--- src/design/hdtl_ram.sv ---
// ----------------------------------------------------------------------------
// hdtl_ram
// simple dual port ram, one write port, one registered read port, write-first
// ----------------------------------------------------------------------------
module hdtl_ram #(
    parameter int WIDTH = 8,
    parameter int DEPTH = 256
) (
    input  logic                     aclk,
    input  logic                     we,
    input  logic [$clog2(DEPTH)-1:0] waddr,
    input  logic [WIDTH-1:0]         wdata,
    input  logic [$clog2(DEPTH)-1:0] raddr,
    output logic [WIDTH-1:0]         rdata
);

    logic [WIDTH-1:0] mem [DEPTH];

    always_ff @(posedge aclk) begin
        if (we) begin
            mem[waddr] <= wdata;
        end
        // a write to the address being read shows up at once
        if (we && (waddr == raddr)) begin
            rdata <= wdata;
        end else begin
            rdata <= mem[raddr];
        end
    end

endmodule

--- config.mk ---
export PLATFORM = sky130hd
export DESIGN_NAME = hdtl_ram
export DESIGN_NICKNAME = d
export VERILOG_FILES = /design/src/design/hdtl_ram.sv
export SDC_FILE = /design/constraint.sdc
export NUM_CORES = 2
export LEC_CHECK = 0
export BUFFER_PORTS_ARGS = -buffer_cell sky130_fd_sc_hd__buf_4
export CORE_MARGIN = 3
export CORE_UTILIZATION = 50
export CTS_CLUSTER_SIZE = 20
export DETAILED_ROUTE_END_ITERATION = 10
export GPL_TIMING_DRIVEN = 0
export HOLD_SLACK_MARGIN = 0.1
export PLACE_DENSITY = 0.63
export SYNTH_ARGS = -nofsm -noshare
export SYNTH_HDL_FRONTEND = slang
export SYNTH_SLANG_ARGS = --single-unit
--- constraint.sdc ---
create_clock -name aclk -period 2.9 [get_ports aclk]
set_input_delay 0.58 -clock aclk [delete_from_list [all_inputs] [get_ports aclk]]
set_output_delay 0.58 -clock aclk [all_outputs]
set_load 0.02 [all_outputs]
==> results_dict.tcl <==
set metrics [dict create \
    cp-end-kind "output pin" \
    drc_errors 0 \
    dp.cells 5832 \
    hpwl_um 157000 \
    largest_register_ffs 2048 \
    synth_top_cell_by_area "edfxtp_1" \
    min_period_over_period 1.56 \
    cts_tree "yes" \
    finalWirelength_um 240000 \
    area_growth_pct 18.2 \
    dieArea_um2 164000 \
    critPathCapture "rdata[4]" \
    netlist_instances 3733 \
    cp-start-kind "flop" \
    async_flop_share 0 \
    slew_viol_final 44 \
    fmax_ghz 0.220 \
    path_delay_family "buffers and inverters" \
    path_clk_slew_ns 0.06 \
    crit_type "reg2out" \
    min_period_ns 4.54 \
    pre_cts_slack_ns -2.82 \
    clockBufferDepth 3 \
    power_mw 62.9 \
    grt_util_met1 0.407 \
    whs_ns 0.208 \
    grt_pass1_wl_um 329000 \
    synth.most_common_cell "edfxtp_1" \
    rsz0062_at_grt "true" \
    busiest_layer "met2" \
    fin_util 0.599 \
    setup_viol 350 \
    layout_setup_ws_ns -1.64 \
    cp_max_fo 10 \
    setup_tns_ns -32.83 \
    gr-total-overflow 0 \
    worst_slew_pin_slew_ns 1.65 \
    grtUsageMet3 0.0771 \
    synth-seq-area-share 0.775 \
    clkSinkCount 2056 \
    grt_util_all_layers 0.294 \
    syn_avg_cell_area_um2 21.3 \
    dr.pass1.iters 7 \
    top_regs "mem x2048" \
    cts_root_buffer "clkbuf_16" \
    nNetsFinal 4225 \
    hold_viol_final 0 \
    final_antenna_net_count 0 \
    violations "capacitance limit, slew limit, setup timing" \
    holdCritStartpoint "wdata[4]" \
    drv_cap 4 \
    slowest_delay_ns 0.62 \
    gp_congestion 0.932 \
    grt_antenna_before_repair 12 \
    cts_buffers 202 \
    grt_pass1_vias 41200 \
    ir_drop_mv 0.632 \
    status "complete, but fails checks" \
    avgRoutedWirePerCell_um 37.3 \
    synth_seq_cells 2056 \
    die_y_um 405 \
    ys_top_cells_by_area "edfxtp_1, mux4_2, mux2i_1, nor2_1, a22oi_1" \
    synth_top_cell_area_share 0.773 \
    die_w_um 405 \
    min_path_type "in2reg" \
    rows 145 \
    num_io_pins 34 \
    critPathSlowestCell "nor4_4" \
    core-area_um2 157000 \
    cp.depth 9 \
    synth_edf_count 2048 \
    start_util 0.506 \
    synth_warnings 0 \
    drtIter0Drc 6177 \
    instances_no_fill 6431 \
    arrival_ns 3.96 \
    vias 42200 \
    ys_top_cells_by_count "edfxtp_1, mux4_2, nor2_1" \
    cp_num_buf_inv 5 \
    synth_nets 3759 \
    leakage_nw 29.6 \
    grt_start_max_net_pins 153 \
    synthDistinctLibCells 55 \
    slew_headroom -0.102 \
    place_area_um2 82800 \
    path_cells "buf_4, clkbuf_8, clkbuf_4, clkbuf_16, a211oi_1, nor2_1, nor4_4, nor4_4, buf_4" \
    h-tree-depth 4 \
    top_register "mem" \
    finalInstanceArea_um2 94100 \
    drive_gt1_frac 0.329 \
    io_buffers 28 \
    powerDensity_nw_per_um2 669 \
    synthesis.area_um2 79600 \
    synth_ff_type "edfxtp_1" \
    viasPerCell 6.57 \
    critPathRequiredTime_ns 2.32 \
    use_met2 0.443 \
]
power breakdown:
group	internal (mW)	leakage, nW	switching [mW]
Sequential	32.7	18.5	0.0248
Combinational	1.48	7.91	2.70
Clock	14.7	3.17	11.3
Total	48.9	29.6	14.0
per-layer routing:
layer,routed length (µm),part of all wire
met1,89200,0.37
met2,110000,0.46
met3,28700,0.12
met4,12400,0.052
met5,13,0.000054
worst min path at each step:
stage                             to  slack, ns  depth (start not counted)
6_report        mem[86][4]$_DFFE_PP_       0.21                          1
5_1_grt         mem[85][4]$_DFFE_PP_       0.17                          1
4_1_cts        mem[102][4]$_DFFE_PP_       0.16                          1
3_5_place_dp                    flop       0.69                          1
3_3_place_gp                    flop       0.69                          1
2_1_floorplan                   flop       0.61                          0
cell usage in the layout (no fill, tap or decap), types with 32 or more instances in the layout:
master / n
nor2_2: 49
a21oi_1: 58
buf_12: 37
mux4_2: 454
clkinv_2: 37
buf_4: 240
clkinv_1: 46
clkbuf_1: 86
edfxtp_1: 2048
a21oi_2: 32
a22oi_1: 109
clkbuf_16: 207
buf_16: 37
nor2_1: 223
mux2i_1: 124
layout make-up:
class                           count  area [µm²]
Antenna cell                        5        12.5
Timing Repair Buffer              265        2550
Sequential cell                  2056       61700
Clock buffer                      257        5360
Inverter                            2        8.76
Multi-Input combinational cell   1442       18200
Clock inverter                    116        1120
Tap cell                         2058        2570
Buffer                            230        2620
Fill cell                       11000       63100
timing repair:
item                                     CTS  global route
buffers inserted                         159            54
endpoints found under the setup margin  1056           282
hold endpoints to repair                   8             0
pin swaps                                152            39
hold buffers                               8             0
cloned                                     3             0
gates resized for setup                  608           104
cell families (layout without fill, tap and decap cells):
family | count (synthesis) | after routing | share of synthesized area
flip-flops | 2056 | 2056 | 0.775
multiplexers | 591 | 591 | 0.146
AND/OR/NAND/NOR | 466 | 466 | 0.0263
AO/OA/AOI/OAI | 385 | 385 | 0.0342
buffers and inverters | 235 | 870 | 0.0183
other | 0 | 5 | 0
Note: power is estimated with default switching activity, not from simulation.
