--- src/design/hdtl_pkg.sv ---
// ----------------------------------------------------------------------------
// hdtl_pkg
// shared constants, codes and types of the huffman tree loader and decoder
// ----------------------------------------------------------------------------
package hdtl_pkg;

    localparam int SYMBOL_BITS = 8;
    localparam int MAX_NODES   = 511;
    localparam int STACK_DEPTH = 256;

    localparam int NODE_AW  = $clog2(MAX_NODES);
    localparam int CNT_W    = $clog2(MAX_NODES + 1);
    localparam int STACK_AW = $clog2(STACK_DEPTH);
    localparam int DEPTH_W  = $clog2(STACK_DEPTH + 1);

    localparam logic [7:0] LEAF_MARK = 8'h4C;

    localparam logic OP_TREE = 1'b0;
    localparam logic OP_BIT  = 1'b1;

    typedef enum logic [1:0] {
        ERR_NONE      = 2'd0,
        ERR_MID_CODE  = 2'd1,
        ERR_NOT_READY = 2'd2,
        ERR_OVERFLOW  = 2'd3
    } err_t;

    // what a node entry knows about one of its children
    typedef struct packed {
        logic [NODE_AW-1:0]     idx;
        logic                   leaf;
        logic [SYMBOL_BITS-1:0] sym;
    } child_t;

    localparam int CHILD_W = $bits(child_t);

    typedef struct packed {
        logic               left_we;
        logic               right_we;
        logic [NODE_AW-1:0] addr;
        child_t             data;
    } node_wr_t;

    typedef struct packed {
        logic                   ready;
        logic                   root_leaf;
        logic [SYMBOL_BITS-1:0] root_sym;
        logic                   walk_clear;
    } tree_info_t;

    typedef struct packed {
        logic                   valid;
        logic [SYMBOL_BITS-1:0] sym;
        logic                   sym_valid;
        logic                   done;
        err_t                   err;
    } result_t;

endpackage

--- src/design/hdtl_walker.sv ---
// ----------------------------------------------------------------------------
// hdtl_walker
// walks the node table one code bit at a time and emits decoded symbols
// ----------------------------------------------------------------------------
module hdtl_walker (
    input  logic                          aclk,
    input  logic                          aresetn,
    input  logic                          en,
    input  logic                          code_bit,
    input  logic                          last_bit,
    input  hdtl_pkg::tree_info_t          info,
    input  hdtl_pkg::child_t              left_rd,
    input  hdtl_pkg::child_t              right_rd,
    output logic [hdtl_pkg::NODE_AW-1:0]  raddr,
    output hdtl_pkg::result_t             res
);
    import hdtl_pkg::*;

    logic [NODE_AW-1:0] walk_reg, walk_next;
    child_t             ch;

    always_comb begin
        ch        = code_bit ? right_rd : left_rd;
        walk_next = walk_reg;
        res       = '0;
        res.err   = ERR_NONE;
        if (info.walk_clear) begin
            walk_next = '0;
        end else if (en) begin
            res.valid = 1'b1;
            if (!info.ready) begin
                res.err = ERR_NOT_READY;
            end else if ((walk_reg == '0) && info.root_leaf) begin
                // single-leaf tree
                res.sym       = info.root_sym;
                res.sym_valid = 1'b1;
            end else if (ch.leaf) begin
                res.sym       = ch.sym;
                res.sym_valid = 1'b1;
                walk_next     = '0;
            end else if (last_bit) begin
                res.err   = ERR_MID_CODE;
                walk_next = '0;
            end else begin
                res.valid = 1'b0;
                walk_next = ch.idx;
            end
        end
    end

    // node table is read at the next walk position, ready for the next bit
    assign raddr = walk_next;

    always_ff @(posedge aclk) begin
        if (!aresetn) begin
            walk_reg <= '0;
        end else begin
            walk_reg <= walk_next;
        end
    end

endmodule

--- config.mk ---
export PLATFORM = sky130hd
export DESIGN_NAME = hdtl_walker
export DESIGN_NICKNAME = d
export VERILOG_FILES = /design/src/design/hdtl_pkg.sv /design/src/design/hdtl_walker.sv
export SDC_FILE = /design/constraint.sdc
export NUM_CORES = 1
export LEC_CHECK = 0
export BUFFER_PORTS_ARGS = -buffer_cell sky130_fd_sc_hd__clkbuf_2
export CAP_MARGIN = 20
export CORE_MARGIN = 2
export CORE_UTILIZATION = 41
export DETAILED_ROUTE_END_ITERATION = 12
export PLACE_DENSITY_LB_ADDON = 0.15
export SKIP_CTS_REPAIR_TIMING = 1
export SLEW_MARGIN = 20
export SYNTH_ARGS = -nofsm -noshare
export SYNTH_HDL_FRONTEND = slang
export SYNTH_SLANG_ARGS = --single-unit
--- constraint.sdc ---
create_clock -name aclk -period 2.6 [get_ports aclk]
set_clock_uncertainty 0.2 [all_clocks]
set_input_delay 0.39 -clock aclk [delete_from_list [all_inputs] [get_ports aclk]]
set_output_delay 0.39 -clock aclk [all_outputs]
set_load 0.005 [all_outputs]
==> flow_metrics.env <==
export IMPL_status="finished, final reports clean"
export IMPL_drive_above_1_share_pct=51.8
export IMPL_clkTransAtPathRegs_ns=0.06
export IMPL_clockBufferDepth=2
export IMPL_crit_chain="nor4_1 > and4_1 > buf_12 > mux2i_1 > clkbuf_2"
export IMPL_synth_common_cells="nand2_1 (21), nand3_1 (16), mux2_2 (14)"
export IMPL_fin_tns_setup_ns=0
export IMPL_num_io_pins=74
export IMPL_multi_input_area_um2=806
export IMPL_fillers=260
export IMPL_layout_cells_non_filler=227
export IMPL_grt_pass1_vias=1108
export IMPL_cts_buffers=3
export IMPL_cap_violations=0
export IMPL_syn_instance_count=132
export IMPL_hold_class="in2reg"
export IMPL_r2r_setup_slack_ns=0.95
export IMPL_cts_sinks=9
export IMPL_dpl_cell_count=223
export IMPL_vias_per_cell=5.52
export IMPL_remaining_drc_errors=0
export IMPL_syn_nets=184
export IMPL_hpwl_um=2360
export IMPL_antenna_found_initial=0
export IMPL_worst_pin_slew_ns=0.675
export IMPL_die_area_um2=3030
export IMPL_cp_max_fo=28
export IMPL_period_share_pct=93.7
export IMPL_startpoint_type="flip-flop"
export IMPL_grt_max_degree=29
export IMPL_finalNetCount=250
export IMPL_place_congestion=0.784
export IMPL_ys_seq_area_share_pct=16.9
export IMPL_regArea_um2=180
export IMPL_relSlewSlack_pct=54.9
export IMPL_largest_register_ffs=9
export IMPL_die_y_um=55.1
export IMPL_wirelength_um=3020
export IMPL_drt_pass1_iterations=4
export IMPL_critPathCaptureType="output port"
export IMPL_start_util_pct=43.1
export IMPL_ys_ff_latch=9
export IMPL_num_rows=18
export IMPL_syn_cell_area_um2=1070
export IMPL_yosys_area_top_type="dfxtp_1"
export IMPL_max_freq_ghz=0.410
export IMPL_core_um2=2480
export IMPL_grt_use_total_pct=21.0
export IMPL_synth_async_reset_ratio_pct=0
export IMPL_slowest_delay_ns=0.38
export IMPL_synth_distinct_cells=33
export IMPL_path_class="reg2out"
export IMPL_finalHoldViolCount=0
export IMPL_dr_first_iter_drc_count=19
export IMPL_cts_max_level=1
export IMPL_grt_overflow=0
export IMPL_rsz0062_at_grt="false"
export IMPL_critPathSlowestCell="nor4_1"
export IMPL_power_density_nw_per_um2=273
export IMPL_leakage_nw=0.677
export IMPL_finalMaxSlewViolations=0
export IMPL_cts_tree="built"
export IMPL_postSynthAreaPerCell_um2=8.09
export IMPL_clk_latency_ns=0.26
export IMPL_yosysTopAreaCellShare_pct=16.9
export IMPL_grt_first_pass_wirelength_um=4740
export IMPL_synthTopCellsByArea="dfxtp_1 (17%), mux2_2 (15%), mux2i_1 (10%)"
export IMPL_cts_root_buf="clkbuf_4"
export IMPL_syn_to_final_growth_pct=35.6
export IMPL_required_ns=2.01
export IMPL_layout_min_cycle_time_ns=2.44
export IMPL_wire_per_inst_um=13.3
export IMPL_cp_data_arrival_time_ns=1.85
export IMPL_finalSetupViolCount=0
export IMPL_ir_drop_mv=0.252
export IMPL_synth_most_common_cell="nand2_1"
export IMPL_fp_dieW_um=55.1
export IMPL_yosys_warnings=0
export IMPL_vias=1252
export IMPL_antenna_cells=0
export IMPL_ant_nets=0
export IMPL_synthFlopType="dfxtp_1"
export IMPL_synth_edff_count=0
export IMPL_port_buffer_count=72
==> critical path: cells and delay by family (launching register included) <==
| family | cells | cell delay (ns) |
|---|---|---|
| mux | 1 | 0.23 |
| buf+inv | 2 | 0.34 |
| flops | 1 | 0.33 |
| simple gates | 2 | 0.68 |
==> power breakdown <==
| group | internal, mW | switching, mW |
|---|---|---|
| sequential | 0.139 | 0.000574 |
| combinational | 0.0727 | 0.0744 |
| clock | 0.0592 | 0.0495 |
==> path summary, 6_finish.rpt <==
kind	from	to	depth (start not counted)
worst min register to register	walk_reg[2]$_SDFF_PN0_	walk_reg[2]$_SDFF_PN0_	2
worst max-delay path	walk_reg[6]$_SDFF_PN0_	res[7]	5
worst min-delay path	aresetn	walk_reg[8]$_SDFF_PN0_	3
worst max register to register	walk_reg[6]$_SDFF_PN0_	walk_reg[7]$_SDFF_PN0_	4
==> layout make-up <==
| type | instances | area share [%] |
|---|---|---|
| inverter | 1 | 0.259 |
| sequential | 9 | 12.4 |
| timing repair buffer | 75 | 27.3 |
| tap | 30 | 2.59 |
| multi-input combinational | 108 | 55.6 |
| clock buffer | 4 | 1.81 |
==> cell families (layout without fill, tap and decap cells) <==
group | Yosys count | after routing | share of synthesized area (%)
DFF | 9 | 9 | 16.9
muxes | 26 | 26 | 26.5
buffers and inverters | 15 | 80 | 7.73
other | 1 | 1 | 0.351
AOI/OAI and AO/OA | 20 | 20 | 18.9
and+or+nand+nor | 61 | 61 | 29.7
==> per-stage QoR <==
stage	total power [mW]	utilization, %	worst slack, ns	hold WS (ns)	area (um2)
after CTS	0.397	58.5	0.158	0.205	1450
after global placement	0.286	57.4	0.275	0.290	1420
after detailed placement	0.290	57.4	0.222	0.291	1420
after floorplan	0.230	-	0.485	0.274	1070
final	0.395	58.5	0.164	0.197	1450
after global routing	0.418	58.5	0.0456	0.219	1450
==> layout by cell type (no fill, tap or decap), drive strengths merged, types with 2 or more instances in the layout <==
cell type | netlist | layout
clkbuf | 6 | 76
nand2 | 21 | 21
mux2 | 15 | 15
or4 | 4 | 4
o31ai | 5 | 5
nor2 | 4 | 4
nand3b | 5 | 5
o41ai | 4 | 4
o32ai | 6 | 6
o21ai | 3 | 3
or3 | 2 | 2
buf | 8 | 3
nor2b | 2 | 2
dfxtp | 9 | 9
mux2i | 11 | 11
nand3 | 16 | 16
==> per-layer routing <==
metal / GRT usage (%) / routed length, um
met1: 26.7 / 1350
met2: 37.3 / 1450
met3: 3.76 / 200
met4: 3.66 / 19
met5: 0 / 0
No activity file was read; power rests on OpenSTA's default activity.
